--- config.mk ---
export PLATFORM = sky130hd
export DESIGN_NAME = iec_serial_bus_byte_transceiver_core
export DESIGN_NICKNAME = d
export VERILOG_FILES = /design/src/rtl/isbt_pkg.sv /design/src/rtl/iec_serial_bus_byte_transceiver_core.sv /design/src/rtl/isbt_listener.sv /design/src/rtl/isbt_talker.sv
export SDC_FILE = /design/constraint.sdc
export NUM_CORES = 1
export LEC_CHECK = 0
export CORE_MARGIN = 5
export CORE_UTILIZATION = 25
export DETAILED_ROUTE_END_ITERATION = 8
export DONT_BUFFER_PORTS = 1
export SETUP_SLACK_MARGIN = 0.3
export SYNTH_ARGS = -nofsm -noshare
export SYNTH_HDL_FRONTEND = slang
export SYNTH_SLANG_ARGS = --single-unit
export TNS_END_PERCENT = 30
--- constraint.sdc ---
create_clock -name clk_i -period 14.7 [get_ports clk_i]
set_clock_uncertainty 0.05 [all_clocks]
set_input_delay 0.735 -clock clk_i [delete_from_list [all_inputs] [get_ports clk_i]]
set_output_delay 0.735 -clock clk_i [all_outputs]
set_load 0.01 [all_outputs]
--- src/rtl/isbt_pkg.sv ---
// ----------------------------------------------------------------------------
// isbt_pkg: shared types and constants of the serial bus byte transceiver
// Item layouts, phase codes, request codes and register indexes.
// ----------------------------------------------------------------------------
package isbt_pkg;

  typedef struct packed {
    logic [1:0]  req_type;
    logic [15:0] elapsed;
    logic        host_clock;
    logic        host_data;
    logic [7:0]  send_byte;
    logic        send_last;
  } in_item_t;

  typedef struct packed {
    logic       drive_clock;
    logic       drive_data;
    logic       rx_valid;
    logic [7:0] rx_byte;
    logic       tx_byte_done;
    logic       tx_finished;
  } out_item_t;

  typedef enum logic [5:0] {
    PH_IDLE = 6'b000001,
    PH_RTS  = 6'b000010,
    PH_RFD  = 6'b000100,
    PH_EOI  = 6'b001000,
    PH_BITS = 6'b010000,
    PH_ACK  = 6'b100000
  } phase_e;

  localparam logic [1:0] ReqListen = 2'd0;
  localparam logic [1:0] ReqTalk   = 2'd1;
  localparam logic [1:0] ReqTurn   = 2'd2;

  localparam logic [1:0] CfgEoiWait   = 2'd0;
  localparam logic [1:0] CfgStepTime  = 2'd1;
  localparam logic [1:0] CfgTalkDelay = 2'd2;

  localparam logic [15:0] EoiWaitRst   = 16'd160;
  localparam logic [15:0] StepTimeRst  = 16'd200;
  localparam logic [15:0] TalkDelayRst = 16'd220;

  localparam logic [3:0] BitsPerByte = 4'd8;

  // bus levels and timer compares seen by one step
  typedef struct packed {
    logic clk_lvl;
    logic dat_lvl;
    logic gt_eoi;
    logic gt_step;
    logic gt_talk;
  } step_ctx_t;

  typedef struct packed {
    logic       data_we;
    logic       data_nxt;
    logic       timer_clr;
    logic       rx_valid;
    logic [7:0] rx_byte;
  } lsn_res_t;

  typedef struct packed {
    logic clock_we;
    logic clock_nxt;
    logic data_we;
    logic data_nxt;
    logic timer_clr;
    logic done;
    logic fin;
  } tlk_res_t;

endpackage

--- src/rtl/iec_serial_bus_byte_transceiver_core.sv ---
// An accepted item is held in the input stage; its result is registered in the
// output register once that register is free, and leaves from there.
// Throughput: one item per cycle; a held output stalls the single input stage.
// Reset: phases idle, timer and shift state cleared, own lines released,
// registers back to 160 / 200 / 220.
// ----------------------------------------------------------------------------
// iec_serial_bus_byte_transceiver_core: serial bus device byte transceiver
// Input stage, shared saturating timer, listener, talker and result register.
// ----------------------------------------------------------------------------
module iec_serial_bus_byte_transceiver_core #(
  parameter int TIMER_BITS = 20
) (
  input  logic                 clk_i,
  input  logic                 rst_ni,
  input  logic                 cfg_we_i,
  input  logic [1:0]           cfg_idx_i,
  input  logic [15:0]          cfg_data_i,
  input  logic                 in_valid_i,
  output logic                 in_ready_o,
  input  isbt_pkg::in_item_t   in_item_i,
  output logic                 out_valid_o,
  input  logic                 out_ready_i,
  output isbt_pkg::out_item_t  out_item_o
);

  localparam int SumW = ((TIMER_BITS > 16) ? TIMER_BITS : 16) + 1;
  localparam logic [SumW-1:0] TmrMax = SumW'({TIMER_BITS{1'b1}});

  logic [15:0] eoi_wait_q, step_time_q, talk_delay_q;

  isbt_pkg::in_item_t  in_q;
  logic                in_valid_q;
  isbt_pkg::out_item_t out_q, out_d;
  logic                out_valid_q;

  logic [TIMER_BITS-1:0] timer_q, timer_d, timer_add;
  logic [SumW-1:0]       timer_sum;
  logic                  own_clock_q, own_clock_d, own_data_q, own_data_d;

  logic                  fire, lsn_step, tlk_step;
  isbt_pkg::step_ctx_t   ctx;
  isbt_pkg::lsn_res_t    lsn_res;
  isbt_pkg::tlk_res_t    tlk_res;

  assign fire       = in_valid_q && (!out_valid_q || out_ready_i);
  assign in_ready_o = !in_valid_q || fire;
  assign lsn_step   = fire && (in_q.req_type == isbt_pkg::ReqListen);
  assign tlk_step   = fire && (in_q.req_type == isbt_pkg::ReqTalk);

  assign timer_sum = SumW'(timer_q) + SumW'(in_q.elapsed);
  assign timer_add = (timer_sum > TmrMax) ? {TIMER_BITS{1'b1}}
                                          : timer_sum[TIMER_BITS-1:0];

  assign ctx.clk_lvl = in_q.host_clock | own_clock_q;
  assign ctx.dat_lvl = in_q.host_data | own_data_q;
  assign ctx.gt_eoi  = SumW'(timer_add) > SumW'(eoi_wait_q);
  assign ctx.gt_step = SumW'(timer_add) > SumW'(step_time_q);
  assign ctx.gt_talk = SumW'(timer_add) > SumW'(talk_delay_q);

  isbt_listener u_listener (
    .clk_i  (clk_i),
    .rst_ni (rst_ni),
    .step_i (lsn_step),
    .ctx_i  (ctx),
    .res_o  (lsn_res)
  );

  isbt_talker u_talker (
    .clk_i       (clk_i),
    .rst_ni      (rst_ni),
    .step_i      (tlk_step),
    .ctx_i       (ctx),
    .send_byte_i (in_q.send_byte),
    .send_last_i (in_q.send_last),
    .res_o       (tlk_res)
  );

  always_comb begin
    timer_d     = timer_add;
    own_clock_d = own_clock_q;
    own_data_d  = own_data_q;
    out_d       = '0;
    unique case (in_q.req_type)
      isbt_pkg::ReqListen: begin
        if (lsn_res.timer_clr) timer_d = '0;
        if (lsn_res.data_we) own_data_d = lsn_res.data_nxt;
        out_d.rx_valid = lsn_res.rx_valid;
        out_d.rx_byte  = lsn_res.rx_byte;
      end
      isbt_pkg::ReqTalk: begin
        if (tlk_res.timer_clr) timer_d = '0;
        if (tlk_res.clock_we) own_clock_d = tlk_res.clock_nxt;
        if (tlk_res.data_we) own_data_d = tlk_res.data_nxt;
        out_d.tx_byte_done = tlk_res.done;
        out_d.tx_finished  = tlk_res.fin;
      end
      isbt_pkg::ReqTurn: begin
        own_clock_d = 1'b1;
        own_data_d  = 1'b0;
      end
      default: begin
      end
    endcase
    out_d.drive_clock = own_clock_d;
    out_d.drive_data  = own_data_d;
  end

  always_ff @(posedge clk_i or negedge rst_ni) begin
    if (!rst_ni) begin
      eoi_wait_q   <= isbt_pkg::EoiWaitRst;
      step_time_q  <= isbt_pkg::StepTimeRst;
      talk_delay_q <= isbt_pkg::TalkDelayRst;
    end else if (cfg_we_i) begin
      unique case (cfg_idx_i)
        isbt_pkg::CfgEoiWait:   eoi_wait_q   <= cfg_data_i;
        isbt_pkg::CfgStepTime:  step_time_q  <= cfg_data_i;
        isbt_pkg::CfgTalkDelay: talk_delay_q <= cfg_data_i;
        default: begin
        end
      endcase
    end
  end

  always_ff @(posedge clk_i or negedge rst_ni) begin
    if (!rst_ni) begin
      in_valid_q  <= 1'b0;
      out_valid_q <= 1'b0;
      timer_q     <= '0;
      own_clock_q <= 1'b0;
      own_data_q  <= 1'b0;
    end else begin
      if (in_valid_i && in_ready_o) begin
        in_valid_q <= 1'b1;
      end else if (fire) begin
        in_valid_q <= 1'b0;
      end
      if (fire) begin
        out_valid_q <= 1'b1;
        timer_q     <= timer_d;
        own_clock_q <= own_clock_d;
        own_data_q  <= own_data_d;
      end else if (out_ready_i) begin
        out_valid_q <= 1'b0;
      end
    end
  end

  always_ff @(posedge clk_i) begin
    if (in_valid_i && in_ready_o) in_q <= in_item_i;
    if (fire) out_q <= out_d;
  end

  assign out_valid_o = out_valid_q;
  assign out_item_o  = out_q;

`ifndef SYNTH
  a_rx_tx_excl: assert property (@(posedge clk_i) disable iff (!rst_ni)
    out_valid_q |-> !(out_q.rx_valid && (out_q.tx_byte_done || out_q.tx_finished)))
    else $error("receive and transmit events in one result");

  a_rx_byte_zero: assert property (@(posedge clk_i) disable iff (!rst_ni)
    (out_valid_q && !out_q.rx_valid) |-> (out_q.rx_byte == 8'd0))
    else $error("received byte without rx_valid");

  a_turnaround: assert property (@(posedge clk_i) disable iff (!rst_ni)
    (fire && in_q.req_type == isbt_pkg::ReqTurn) |=> (own_clock_q && !own_data_q))
    else $error("turnaround did not drive clock and release data");

  a_timer_hold: assert property (@(posedge clk_i) disable iff (!rst_ni)
    !fire |=> $stable(timer_q))
    else $error("timer moved without an item");
`endif

endmodule

--- src/rtl/isbt_listener.sv ---
// ----------------------------------------------------------------------------
// isbt_listener: listener side of the byte handshake
// Ready handshake, end-of-data timeout, bit shifting and frame acknowledge.
// ----------------------------------------------------------------------------
module isbt_listener (
  input  logic                 clk_i,
  input  logic                 rst_ni,
  input  logic                 step_i,
  input  isbt_pkg::step_ctx_t  ctx_i,
  output isbt_pkg::lsn_res_t   res_o
);

  isbt_pkg::phase_e phase_q, phase_d;
  logic [7:0] shift_q, shift_d;
  logic [3:0] cnt_q, cnt_d;
  logic       prev_q, prev_d;
  logic       eoi_q, eoi_d;
  logic [3:0] cnt_inc;

  assign cnt_inc = cnt_q + 4'd1;

  always_comb begin
    phase_d = phase_q;
    shift_d = shift_q;
    cnt_d   = cnt_q;
    prev_d  = prev_q;
    eoi_d   = eoi_q;
    res_o   = '0;
    unique case (phase_q)
      isbt_pkg::PH_RTS: begin
        if (!ctx_i.clk_lvl) begin
          res_o.data_we   = 1'b1;
          res_o.data_nxt  = 1'b0;
          res_o.timer_clr = 1'b1;
          phase_d         = isbt_pkg::PH_RFD;
          eoi_d           = 1'b0;
        end
      end
      isbt_pkg::PH_RFD: begin
        if (ctx_i.clk_lvl) begin
          phase_d = isbt_pkg::PH_BITS;
          cnt_d   = '0;
          shift_d = '0;
          prev_d  = 1'b1;
        end else if (!eoi_q && ctx_i.gt_eoi) begin
          eoi_d           = 1'b1;
          res_o.data_we   = 1'b1;
          res_o.data_nxt  = 1'b1;
          res_o.timer_clr = 1'b1;
          phase_d         = isbt_pkg::PH_EOI;
        end
      end
      isbt_pkg::PH_EOI: begin
        if (ctx_i.gt_step) begin
          res_o.data_we   = 1'b1;
          res_o.data_nxt  = 1'b0;
          res_o.timer_clr = 1'b1;
          phase_d         = isbt_pkg::PH_RFD;
        end
      end
      isbt_pkg::PH_BITS: begin
        if (prev_q && !ctx_i.clk_lvl) begin
          cnt_d   = cnt_inc;
          shift_d = {~ctx_i.dat_lvl, shift_q[7:1]};
          if (cnt_inc == isbt_pkg::BitsPerByte) begin
            cnt_d           = '0;
            phase_d         = isbt_pkg::PH_ACK;
            res_o.timer_clr = 1'b1;
          end
        end
        prev_d = ctx_i.clk_lvl;
      end
      isbt_pkg::PH_ACK: begin
        if (ctx_i.clk_lvl) begin
          res_o.data_we  = 1'b1;
          res_o.data_nxt = 1'b1;
          if (ctx_i.gt_step) begin
            res_o.timer_clr = 1'b1;
            phase_d         = isbt_pkg::PH_IDLE;
            res_o.rx_valid  = 1'b1;
            res_o.rx_byte   = shift_q;
          end
        end
      end
      default: begin
        phase_d = isbt_pkg::PH_IDLE;
        if (ctx_i.clk_lvl) begin
          res_o.data_we  = 1'b1;
          res_o.data_nxt = 1'b1;
          phase_d        = isbt_pkg::PH_RTS;
        end
      end
    endcase
  end

  always_ff @(posedge clk_i or negedge rst_ni) begin
    if (!rst_ni) begin
      phase_q <= isbt_pkg::PH_IDLE;
      shift_q <= '0;
      cnt_q   <= '0;
      prev_q  <= 1'b0;
      eoi_q   <= 1'b0;
    end else if (step_i) begin
      phase_q <= phase_d;
      shift_q <= shift_d;
      cnt_q   <= cnt_d;
      prev_q  <= prev_d;
      eoi_q   <= eoi_d;
    end
  end

endmodule

--- src/rtl/isbt_talker.sv ---
// ----------------------------------------------------------------------------
// isbt_talker: talker side of the byte handshake
// Waits for the listener, end-of-data handshake, bit clocking and frame ack.
// ----------------------------------------------------------------------------
module isbt_talker (
  input  logic                 clk_i,
  input  logic                 rst_ni,
  input  logic                 step_i,
  input  isbt_pkg::step_ctx_t  ctx_i,
  input  logic [7:0]           send_byte_i,
  input  logic                 send_last_i,
  output isbt_pkg::tlk_res_t   res_o
);

  isbt_pkg::phase_e phase_q, phase_d;
  logic [7:0] shift_q, shift_d;
  logic [3:0] cnt_q, cnt_d;
  logic       last_q, last_d;
  logic       start_bits;

  always_comb begin
    phase_d    = phase_q;
    shift_d    = shift_q;
    cnt_d      = cnt_q;
    last_d     = last_q;
    start_bits = 1'b0;
    res_o      = '0;
    unique case (phase_q)
      isbt_pkg::PH_RTS: begin
        if (!ctx_i.dat_lvl) phase_d = isbt_pkg::PH_RFD;
      end
      isbt_pkg::PH_RFD: begin
        if (send_last_i) begin
          if (ctx_i.dat_lvl) begin
            phase_d = isbt_pkg::PH_EOI;
            last_d  = 1'b1;
          end
        end else begin
          last_d     = 1'b0;
          start_bits = 1'b1;
        end
      end
      isbt_pkg::PH_EOI: begin
        if (!ctx_i.dat_lvl) start_bits = 1'b1;
      end
      isbt_pkg::PH_BITS: begin
        if (ctx_i.gt_step) begin
          res_o.timer_clr = 1'b1;
          res_o.clock_we  = 1'b1;
          res_o.data_we   = 1'b1;
          if (ctx_i.clk_lvl) begin
            cnt_d           = cnt_q + 4'd1;
            res_o.clock_nxt = 1'b0;
            res_o.data_nxt  = ~shift_q[0];
            shift_d         = {1'b0, shift_q[7:1]};
          end else begin
            res_o.data_nxt  = 1'b0;
            res_o.clock_nxt = 1'b1;
            if (cnt_q == isbt_pkg::BitsPerByte) begin
              cnt_d      = '0;
              phase_d    = isbt_pkg::PH_ACK;
              res_o.done = 1'b1;
            end
          end
        end
      end
      isbt_pkg::PH_ACK: begin
        if (ctx_i.dat_lvl) begin
          if (last_q) begin
            res_o.data_we   = 1'b1;
            res_o.data_nxt  = 1'b1;
            res_o.clock_we  = 1'b1;
            res_o.clock_nxt = 1'b0;
            res_o.fin       = 1'b1;
          end
          phase_d = isbt_pkg::PH_IDLE;
        end
      end
      default: begin
        phase_d = isbt_pkg::PH_IDLE;
        if (ctx_i.dat_lvl && ctx_i.gt_talk) begin
          res_o.clock_we  = 1'b1;
          res_o.clock_nxt = 1'b0;
          res_o.timer_clr = 1'b1;
          phase_d         = isbt_pkg::PH_RTS;
        end
      end
    endcase
    if (start_bits) begin
      res_o.timer_clr = 1'b1;
      res_o.clock_we  = 1'b1;
      res_o.clock_nxt = 1'b1;
      phase_d         = isbt_pkg::PH_BITS;
      shift_d         = send_byte_i;
    end
  end

  always_ff @(posedge clk_i or negedge rst_ni) begin
    if (!rst_ni) begin
      phase_q <= isbt_pkg::PH_IDLE;
      shift_q <= '0;
      cnt_q   <= '0;
      last_q  <= 1'b0;
    end else if (step_i) begin
      phase_q <= phase_d;
      shift_q <= shift_d;
      cnt_q   <= cnt_d;
      last_q  <= last_d;
    end
  end

endmodule
==> metrics.md, run 1 <==
| Metric | Value |
|---|---|
| Vias in the first global route | `6,214` |
| Number of different library cells in the post-synthesis netlist | `71` |
| Effective utilization at floorplan | `25.34%` |
| Initial DRC Count | `463` |
| HPWL after detailed placement | `14,860 µm` |
| Top-area cell type share of the netlist area | `29.15%` |
| Reg2Reg Capture Point | `timer_q[2]` |
| R2r startpoint | `timer_q[0]` |
| Fraction of final layout cells sized beyond drive strength 1 | `13.49%` |
| Final Worst Setup Slack | `8.981 ns` |
| Critical path type | `flip-flop to flip-flop` |
| Classification of the worst-slack hold path | `input pin to async pin` |
| Syn Nets | `933` |
| Req. time, crit path | `14.98 ns` |
| Synth warnings | `0` |
| Number of cells on the worst reg-to-reg path | `20` |
| Count of clock tree sinks | `153` |
| Max H-tree Level | `4` |
| Critical Path End Type | `flip-flop` |
| Aggregate global routing overflow | `0` |
| Unrepaired setup endpoints after global routing | `false` |
| Top-count cell post-synth | `sky130_fd_sc_hd__dfrtp_1` |
| GRT Total Usage | `11.27%` |
| Horizontal die dimension | `194.4 µm` |
| Max IR drop VDD | `72.77 µV` |
| Setup slack on the worst flop-to-flop path | `8.98 ns` |
| Leading area contributor after synthesis | `sky130_fd_sc_hd__dfrtp_1` |
| Static power due to leakage | `4.129 nW` |
| Final total negative setup slack | `0 ns` |
| Most area-consuming cells after synthesis | `sky130_fd_sc_hd__dfrtp_1 (29%), sky130_fd_sc_hd__edfxtp_1 (15%), sky130_fd_sc_hd__ha_1 (10%)` |
| Power after layout | `1.978 mW` |
| Wire length of the first global-routing pass | `34,270 µm` |
| Routed wire length | `20,880 µm` |
| Cell types with the highest counts after synthesis | `sky130_fd_sc_hd__dfrtp_1 (99), sky130_fd_sc_hd__ha_1 (71), sky130_fd_sc_hd__nand2_1 (71), sky130_fd_sc_hd__inv_1 (62), sky130_fd_sc_hd__nor2_1 (62)` |
| Power density of the placed cells | `206.5 nW/µm²` |
| Die height | `194.4 µm` |
| Fin nets | `934` |
| Worst-margin pin slew | `1.013 ns` |
| CP Data Arrival Time | `6.00 ns` |
| Post-synthesis area per instance | `10.50 µm²` |
| Number of iterations in the first detailed-routing pass | `6` |
| Synthesized-area fraction occupied by xor and xnor cells | `1.546%` |
| Total Die Area | `37,780 µm²` |
| Average wire length per cell after detail routing | `16.40 µm` |
| TritonCTS clock tree | `yes` |
| # setup viols final | `0` |
| Dominant combinational cell family by area after synthesis | `simple AND/OR/NAND/NOR gates` |
| Final hold viol count | `0` |
| Main synth FF type | `sky130_fd_sc_hd__dfrtp_1` |
| Antenna violations before repair | `9` |
| Total instance count after detailed placement | `1,238` |
| Number of routed nets with antenna violations | `0` |
| Port Buffers | `0` |
| Category of the worst setup path launch point | `flip-flop` |
| Basic-gate share of the synthesized area counting and, or, nand and nor cells | `15.80%` |
| Maxcap violations | `0` |
| Highest Clock Rate | `174.8 MHz` |
| Fraction of synthesized area in multiplexers | `5.286%` |
| Signed area change from the synthesized netlist to the final layout | `12.72%` |
| Vias | `6,135` |
| RD Place Congestion | `0.8268` |
| Placeable Area | `33,530 µm²` |
| Post-synthesis instance area | `8498 µm²` |
| Clock latency on the worst-skew pair | `0.44 ns` |
| Largest driver fanout on the critical path | `20` |
| Number of pins exceeding their max-slew limit in the final report | `0` |
| Number of buffers on the longest clock path | `2` |
| Clock Pin Slew Worst Setup and Hold Paths | `0.07 ns` |
| Synth Area in Compound Gates | `15.09%` |
| Final core area utilization | `28.57%` |
| Number of core rows | `67` |
| Post-Layout Cell Count | `1,273` |
| Number of ports placed on the die boundary | `67` |
| Run status | `complete, no violations` |
| Minimum period implied by the final worst setup slack | `5.719 ns` |
| FFs w/ async S/R, synth | `72.55%` |
| Post-route DRC violation count | `0` |
| Portion of the clock cycle consumed by the worst path in the final layout | `38.91%` |
| Avg Vias per Cell | `4.819` |
| Worst slew margin | `32.29%` |
| Post-synthesis sequential area ratio | `47.70%` |
| Worst setup slack before clock tree synthesis | `9.031 ns` |
| Gate count of the mapped netlist | `809` |
| Root Buffer Master | `sky130_fd_sc_hd__clkbuf_16` |
| Adder and majority cell fraction of the synthesized area | `10.69%` |
| Maximum number of pins on one net before global-route repair | `100` |
| Number of CTS-inserted buffers | `17` |
| Number of flops mapped to enable cells by yosys | `42` |
| Register bit count reported by yosys | `153` |
## layer usage
layer  global-route usage, %  wire length, µm  vias to the layer above
met1                   14.41             9477                     3011
met3                   3.289             1024                       37
met2                   18.41             9871                      118
met4                   3.724              398                       14
li1                        -                -                     2955
met5                       0              103                        -
## worst max path at each step
stage                            end  startpoint
5_1_grt                   timer_q[2]    in_q[11]
3_3_place_gp             timer_q[12]  timer_q[0]
3_5_place_dp           out_item_o[5]  timer_q[0]
4_1_cts                out_item_o[5]  timer_q[0]
6_report                  timer_q[2]  timer_q[0]
2_1_floorplan  u_listener.phase_q[1]    in_q[11]
## flip-flops by register name (all words and copies together), names as in the netlist, 4 cells and up
name                count
u_talker.phase_q        6
in_q                   29
timer_q                20
u_listener.phase_q      6
u_listener.shift_q      8
talk_delay_q           16
u_talker.shift_q        8
out_item_o             13
eoi_wait_q             16
u_listener.cnt_q        4
step_time_q            16
u_talker.cnt_q          4
## cell type report
type / count / area (µm²)
fill: 3475 / 23950
multi-input combinational: 572 / 4120
sequential: 153 / 4054
tap: 448 / 560.5
clock buffer: 17 / 425.4
inverter: 62 / 232.7
clock inverter: 15 / 131.4
timing repair buffer: 4 / 50.05
antenna: 2 / 5.005
## stage by stage
| stage | hold slack [ns] | cell area (µm²) |
|---|---|---|
| 2_1_floorplan | 0.3894 | 8498 |
| 3_3_place_gp | 0.3937 | 8990 |
| 3_5_place_dp | 0.3929 | 8990 |
| 4_1_cts | 0.07185 | 9574 |
| 5_1_grt | 0.06366 | 9577 |
| 6_report | 0.09204 | 9579 |
## timing repair
action	CTS	global route
endpoints found under the hold margin	99	0
resized for setup	0	0
hold buffers	1	0
buffers inserted	0	0
## placed cells by master (no fill, tap or decap), drive strengths merged, types with 9 or more instances in the layout
| cell type | instances |
|---|---|
| dfrtp | 99 |
| inv | 72 |
| nand2 | 71 |
| ha | 71 |
| nor2 | 62 |
| a21oi | 43 |
| edfxtp | 42 |
| o21ai | 42 |
| mux2 | 39 |
| nor3 | 20 |
| clkbuf | 17 |
| nand3 | 15 |
| a21o | 15 |
| a22o | 15 |
| and2 | 14 |
| nand3b | 12 |
| dfstp | 12 |
| nand4 | 12 |
| nor2b | 11 |
| o211ai | 10 |
| and3 | 9 |
## logic make-up after synthesis
group	count (synthesis)
simple gates	264
compound gates	181
flops	153
buf+inv	84
fa+ha+maj	72
mux	40
xor+xnor	15
## worst max-delay path, stage by stage (launching register included)
cell	delay [ns]
sky130_fd_sc_hd__dfrtp_1	0.35
sky130_fd_sc_hd__ha_1	0.16
sky130_fd_sc_hd__inv_1	0.05
sky130_fd_sc_hd__fa_1	0.42
sky130_fd_sc_hd__nor2b_2	0.16
sky130_fd_sc_hd__o211ai_2	0.15
sky130_fd_sc_hd__a2111oi_4	0.37
sky130_fd_sc_hd__or3_1	0.23
sky130_fd_sc_hd__nand3_1	0.62
sky130_fd_sc_hd__nand2_1	0.44
sky130_fd_sc_hd__ha_1	0.31
sky130_fd_sc_hd__a21oi_1	0.15
sky130_fd_sc_hd__nor2_1	0.06
sky130_fd_sc_hd__a2111oi_0	0.43
sky130_fd_sc_hd__nor3_1	0.14
sky130_fd_sc_hd__o311ai_1	0.46
sky130_fd_sc_hd__and4_1	0.32
sky130_fd_sc_hd__or4_4	0.15
sky130_fd_sc_hd__a211oi_2	0.05
sky130_fd_sc_hd__buf_4	0.22
sky130_fd_sc_hd__a311oi_1	0.30
## power by group
part	internal, mW	leakage (nW)	switching (mW)	total (mW)
Clock	0.223	0.273	0.204	0.428
Sequential	0.535	1.77	0.0653	0.601
Combinational	0.389	2.09	0.561	0.949
No activity file was read; power rests on OpenSTA's default activity.
==> run 2, diff against run 1 <==
Clock period 14.7 ns to 5.55 ns, I/O delays scaled along.
==> run 2 against run 1 <==
  * Sequential cell count unchanged
  * Critical endpoint is now u_talker.cnt_q[3]
  * Design area rose by 6.8%
  * First-iteration DRC count shrank 30%
  * Clock power rose to 2.8 times the previous value
  * Global-route usage down 0.28 points
  * Maximum frequency is 14% higher
  * Hold slack got worse by 0.046 ns
  * Count of clock-buffer cells in the layout stayed put
  * Highest routed layer is now met4
  * Routed wire length fell by 0.37%
  * Sequential share of layout area fell by 2.7 points
  * Critical path depth is 1 lower
  * Non-clock buffer count rose by 56
  * Largest power group unchanged
==> metrics.md, run 2 (synthesis gave the netlist of run 1 again) <==
| Metric | Value |
|---|---|
| Run status | `complete, no violations` |
| Clock network power share | `21.8%` |
| Internal cell power | `3.241 mW` |
| Total Die Area | `37,780 µm²` |
| Root Buffer Master | `sky130_fd_sc_hd__clkbuf_16` |
| Number of CTS-inserted buffers | `17` |
| Number of filler instances in the final layout | `3,471` |
| Number of ports placed on the die boundary | `67` |
| Post-Layout Cell Count | `1,327` |
| Library cell contributing the largest single delay on the critical path | `sky130_fd_sc_hd__or3_1` |
| Top reg by flops | `in_q` |
| Biggest cell delay along the critical path | `0.41 ns` |
| Port Buffers | `0` |
| Total instance count after detailed placement | `1,245` |
| Critical-path cell list | `ha_1 > a21o_1 > and4_1 > or2_2 > a21oi_4 > nor2_1 > nor2_1 > xor2_1 > nand2_1 > ha_1 > nand2_1 > or3_1 > a21oi_1 > nor3_1 > o32a_1 > a31o_4 > nor2_1 > nand2_1 > a221o_1` |
| Minimum period implied by the final worst setup slack | `4.998 ns` |
| Power density of the placed cells | `535.9 nW/µm²` |
| Final hold viol count | `0` |
| Final total negative setup slack | `0 ns` |
| Reg2Reg Capture Point | `u_talker.cnt_q[3]` |
| Number of diodes added for antenna fixing | `0` |
| Clock latency on the worst-skew pair | `0.43 ns` |
| Maxcap violations | `0` |
| Placeable Area | `33,530 µm²` |
| RD Place Congestion | `0.8471` |
| Static power due to leakage | `4.391 nW` |
| Average wire length per cell after detail routing | `15.67 µm` |
| Maximum number of pins on one net before global-route repair | `112` |
| Req. time, crit path | `5.81 ns` |
| Post-route worst hold slack | `0.04610 ns` |
| Setup slack on the worst flop-to-flop path | `0.55 ns` |
| Hold wc startpoint | `out_ready_i` |
| Number of buffers on the longest clock path | `2` |
| Final core area utilization | `30.50%` |
| Unrepaired setup endpoints after global routing | `true` |
| Number of pins exceeding their max-slew limit in the final report | `0` |
| Number of routed nets with antenna violations | `0` |
| R2r startpoint | `in_q[12]` |
| Proportion of power drawn by combinational gates | `49.2%` |
| Critical path type | `flip-flop to flip-flop` |
| Max H-tree Level | `4` |
| Highest-count cells in the layout ignoring fill and taps | `sky130_fd_sc_hd__dfrtp_1 (99), sky130_fd_sc_hd__ha_1 (71), sky130_fd_sc_hd__nand2_1 (70), sky130_fd_sc_hd__inv_1 (62), sky130_fd_sc_hd__nor2_1 (62)` |
| # setup viols final | `0` |
| Portion of the clock cycle consumed by the worst path in the final layout | `90.05%` |
| Category of the worst setup path launch point | `flip-flop` |
| Largest driver fanout on the critical path | `8` |
| Number of flip-flops under the largest register name | `29` |
| Commonest non-fill, non-tap cell in the layout | `sky130_fd_sc_hd__dfrtp_1` |
| CP Data Arrival Time | `5.26 ns` |
| Number of core rows | `67` |
| Highest Clock Rate | `200.1 MHz` |
| TritonCTS clock tree | `yes` |
| Critical path destination | `u_talker.cnt_q[3]` |
| Wire length of the first global-routing pass | `33,690 µm` |
| Routed wire length | `20,800 µm` |
| Aggregate global routing overflow | `0` |
| Fraction of final layout cells sized beyond drive strength 1 | `14.79%` |
| Post-route DRC violation count | `0` |
| Final Worst Setup Slack | `0.5521 ns` |
| Avg Vias per Cell | `4.727` |
| Effective utilization at floorplan | `25.34%` |
| Fin nets | `990` |
| Worst slew margin | `31.27%` |
| Clock Pin Slew Worst Setup and Hold Paths | `0.07 ns` |
| Die height | `194.4 µm` |
| Horizontal die dimension | `194.4 µm` |
| Critical Path End Type | `flip-flop` |
| Vias in the first global route | `6,286` |
| Initial DRC Count | `326` |
| Crit path from | `in_q[12]` |
| Sequential fraction of design power | `29.0%` |
| Classification of the worst-slack hold path | `input pin to flip-flop` |
| HPWL after detailed placement | `14,990 µm` |
| Signed area change from the synthesized netlist to the final layout | `20.35%` |
| Psw | `2.241 mW` |
| Max IR drop VDD | `212.7 µV` |
| Net switching share of the total power | `40.88%` |
| Count of clock tree sinks | `153` |
| GRT Total Usage | `11.00%` |
| Antenna violations before repair | `0` |
| Worst setup slack before clock tree synthesis | `0.1105 ns` |
| Number of cells on the worst reg-to-reg path | `19` |
| Number of iterations in the first detailed-routing pass | `5` |
| Vias | `6,273` |
| Largest registers in the final layout | `in_q x29, timer_q x20` |
| Worst-margin pin slew | `1.028 ns` |
==> run 2: critical path: cells and delay by family, from the launching register on <==
family                     cells  cell delay (ns)
DFF                            1             0.40
xor gates and xnor gates       1             0.33
AOI/OAI and AO/OA              6             1.56
adders and majority gates      2             0.65
and+or+nand+nor               10             1.91
==> run 2: timing repair <==
item / in CTS / in global routing
endpoints found under the setup margin: 42 / 55
endpoints found under the hold margin: 189 / 0
hold buffers: 48 / 0
pin swaps: 0 / 4
gates resized for setup: 3 / 14
buffers inserted: 0 / 2
==> run 2: final cells by class <==
class	count	area (µm²)	share of cell area, %
inverters	62	232.7	2.276
clock inverters	15	166.4	1.627
well taps	448	560.5	5.481
flip-flops and latches	153	4054	39.64
multi-input cells	572	4188	40.95
repair buffers	60	600.6	5.872
clock buffers	17	425.4	4.160
==> run 2: layer usage <==
| layer | wire (µm) | part of all wire, % | GRT usage, % | vias to the layer above |
|---|---|---|---|---|
| met3 | 627 | 3.0 | 2.199 | 25 |
| met4 | 539 | 2.6 | 4.193 | 0 |
| met5 | 0 | 0 | 0 | - |
| met2 | 9718 | 47 | 17.97 | 112 |
| met1 | 9912 | 48 | 14.44 | 3076 |
| li1 | - | - | - | 3060 |
==> run 2: how the worst min path moves through the flow <==
| stage | endpoint | cells after the start |
|---|---|---|
| after global routing | out_valid_o | 2 |
| after CTS | out_valid_o | 2 |
| after global placement | talk_delay_q[5] | 0 |
| final | out_valid_o | 2 |
| after floorplan | eoi_wait_q[0] | 0 |
| after detailed placement | step_time_q[5] | 0 |
==> run 2: through the flow <==
| stage | total power, mW | cell area [µm²] |
|---|---|---|
| global placement | 4.075 | 9055 |
| global route | 5.955 | 10230 |
| CTS | 5.438 | 10160 |
| floorplan | 3.459 | 8498 |
| finish | 5.481 | 10230 |
| detailed placement | 4.134 | 9055 |
==> run 2: power groups by stage <==
stage,sequential (mW),combinational (mW),clock [mW]
after global placement,1.60,2.47,0
after floorplan,1.56,1.90,0
after detailed placement,1.61,2.52,0
final,1.59,2.70,1.19
after CTS,1.59,2.62,1.23
after global routing,1.62,3.06,1.27
==> run 3, diff against run 2 <==
Settings changed: MAX_ROUTING_LAYER set to met4.
Clock period 5.55 ns to 5.15 ns, I/O delays scaled along.
==> run 3 against run 2 <==
  * Sequential cell count unchanged
  * Design area increased by 6.4%
  * Clock power about the same
  * Sequential power increased by 8%
  * Total power increased by 21%
  * Hold slack got worse by 0.017 ns
  * Routed wire length increased by 4.1%
  * Via count increased by 2.6%
  * Setup slack got worse by 0.20 ns
==> metrics.md, run 3 (synthesis gave the netlist of run 1 again) <==
| Metric | Value |
|---|---|
| Run status | `complete, no violations` |
| Post-route DRC violation count | `0` |
| Largest driver fanout on the critical path | `5` |
| Number of core rows | `67` |
| Hold endpoint | `out_valid_o` |
| Minimum period implied by the final worst setup slack | `4.801 ns` |
| Req. time, crit path | `5.39 ns` |
| HPWL after detailed placement | `15,080 µm` |
| Final hold viol count | `0` |
| Setup slack on the worst flop-to-flop path | `0.35 ns` |
| Number of filler instances in the final layout | `3,386` |
| Fraction of final layout cells sized beyond drive strength 1 | `23.96%` |
| Initial DRC Count | `378` |
| Category of the worst setup path launch point | `flip-flop` |
| Horizontal die dimension | `194.4 µm` |
| Vias in the first global route | `6,292` |
| Max H-tree Level | `4` |
| Number of ports placed on the die boundary | `67` |
| Highest Clock Rate | `208.3 MHz` |
| Average wire length per cell after detail routing | `15.92 µm` |
| Avg Vias per Cell | `4.735` |
| Number of routed nets with antenna violations | `0` |
| Number of buffers on the longest clock path | `2` |
| # setup viols final | `0` |
| Highest-count cells in the layout ignoring fill and taps | `sky130_fd_sc_hd__dfrtp_1 (99), sky130_fd_sc_hd__nand2_1 (62), sky130_fd_sc_hd__inv_1 (61), sky130_fd_sc_hd__nor2_1 (60), sky130_fd_sc_hd__ha_1 (60)` |
| Biggest cell delay along the critical path | `0.44 ns` |
| Effective utilization at floorplan | `25.34%` |
| Unrepaired setup endpoints after global routing | `true` |
| Number of CTS-inserted buffers | `17` |
| Post-route worst hold slack | `0.02948 ns` |
| Clock Pin Slew Worst Setup and Hold Paths | `0.07 ns` |
| Count of clock tree sinks | `153` |
| Critical Path End Type | `flip-flop` |
| Antenna violations before repair | `2` |
| Critical path type | `flip-flop to flip-flop` |
| Number of iterations in the first detailed-routing pass | `5` |
| Root Buffer Master | `sky130_fd_sc_hd__clkbuf_16` |
| Min-Delay Path Depth | `2` |
| Maximum number of pins on one net before global-route repair | `112` |
| Worst slew margin | `33.08%` |
| Clock latency on the worst-skew pair | `0.43 ns` |
| Vias | `6,439` |
| RD Place Congestion | `0.8828` |
| Fin nets | `1,021` |
| Signed area change from the synthesized netlist to the final layout | `28.08%` |
| Library cell contributing the largest single delay on the critical path | `sky130_fd_sc_hd__or4_4` |
| GRT Total Usage | `11.48%` |
| Commonest non-fill, non-tap cell in the layout | `sky130_fd_sc_hd__dfrtp_1` |
| Hold wc startpoint | `out_ready_i` |
| Wire length of the first global-routing pass | `34,180 µm` |
| TritonCTS clock tree | `yes` |
| Top reg by flops | `in_q` |
| Power after layout | `6.612 mW` |
| Number of cells on the worst reg-to-reg path | `22` |
| Static power due to leakage | `4.591 nW` |
| Worst-margin pin slew | `1.001 ns` |
| Reg2Reg Capture Point | `timer_q[10]` |
| Port Buffers | `0` |
| Power density of the placed cells | `607.5 nW/µm²` |
| Die height | `194.4 µm` |
| Max IR drop VDD | `279.1 µV` |
| Portion of the clock cycle consumed by the worst path in the final layout | `93.22%` |
| Placeable Area | `33,530 µm²` |
| Number of pins exceeding their max-slew limit in the final report | `0` |
| Total Die Area | `37,780 µm²` |
| Maxcap violations | `0` |
| R2r startpoint | `timer_q[1]` |
| Aggregate global routing overflow | `0` |
| Classification of the worst-slack hold path | `input pin to flip-flop` |
| Critical-path cell list | `ha_1 > a21o_1 > and4_4 > or2_4 > a21oi_4 > nor2_2 > o41ai_2 > buf_4 > xnor2_4 > or2_4 > ha_4 > a21oi_2 > o21ai_2 > a211o_1 > o311ai_4 > buf_4 > and4_4 > or4_4 > a211oi_4 > buf_6 > clkbuf_16 > a311oi_1` |
| CP Data Arrival Time | `5.04 ns` |
| Largest registers in the final layout | `in_q x29, timer_q x20` |
| Routed wire length | `21,650 µm` |
| Number of flip-flops under the largest register name | `29` |
run 3: cell count changes in the layout (fill, tap and decap cells not counted), sizes merged:
cell | previous run | this run
buf | 13 | 43
clkbuf | 17 | 21
inv | 69 | 65
clkinv | 1 | 4
diode | 0 | 2
bufinv | 2 | 1
clkinvlp | 5 | 4
run 3: layout make-up:
cell class | instances | area (µm²) | share of cell area [%]
repair buffers | 91 | 894.6 | 8.219
inverters | 62 | 232.7 | 2.138
diodes | 2 | 5.005 | 0.04598
clock inverters | 12 | 117.6 | 1.081
multi-input cells | 572 | 4573 | 42.02
clock buffers | 20 | 446.7 | 4.104
flip-flops and latches | 153 | 4054 | 37.25
well taps | 448 | 560.5 | 5.150
run 3: worst max-delay path by stage:
| stage | from | end | cells after the start |
|---|---|---|---|
| after floorplan | in_q[11] | u_listener.phase_q[1] | 22 |
| after global routing | timer_q[1] | timer_q[10] | 22 |
| after CTS | in_q[12] | timer_q[12] | 22 |
| after global placement | in_q[12] | timer_q[2] | 21 |
| final | timer_q[1] | timer_q[10] | 22 |
| after detailed placement | in_q[12] | timer_q[2] | 21 |
run 3: power by group:
group	total, mW	switching (mW)	leakage (nW)	internal (mW)
combinational	3.67	1.97	2.56	1.71
sequential	1.72	0.195	1.77	1.53
clock	1.22	0.532	0.264	0.684
run 3: worst max-delay path, delay by kind of cell, from the launching register on:
| family | cells | cell delay, ns |
|---|---|---|
| buffers and inverters | 4 | 0.70 |
| and+or+nand+nor | 6 | 1.47 |
| DFF | 1 | 0.41 |
| xor gates and xnor gates | 1 | 0.07 |
| AOI/OAI and AO/OA | 9 | 1.39 |
| adders and majority gates | 2 | 0.59 |
run 3: timing repair:
item	CTS	global route
pin swaps	15	35
endpoints found under the hold margin	189	0
gates resized for setup	39	58
gates cloned	1	1
endpoints found under the setup margin	57	55
hold buffers	48	0
setup buffers	9	11
run 3: metal layers:
metal  vias up  GRT usage [%]  part of all wire (%)
met5         -              -                     0
met4         0          4.010                   2.3
met3        25          2.026                   3.2
met2       128          17.92                    47
met1      3166          15.12                    47
li1       3120              -                     -
run 3: stage by stage:
stage	std cells	utilization, %	TNS (ns)	cell area, µm²	setup slack (ns)
global route	1360	32.46	0	10880	0.2267
floorplan	809	-	0	8498	0.3106
CTS	1346	31.24	0	10480	0.3025
global placement	1256	27.29	0	9150	0.1383
detailed placement	1256	27.29	-1.355	9150	-0.1192
finish	1360	32.46	0	10880	0.3490
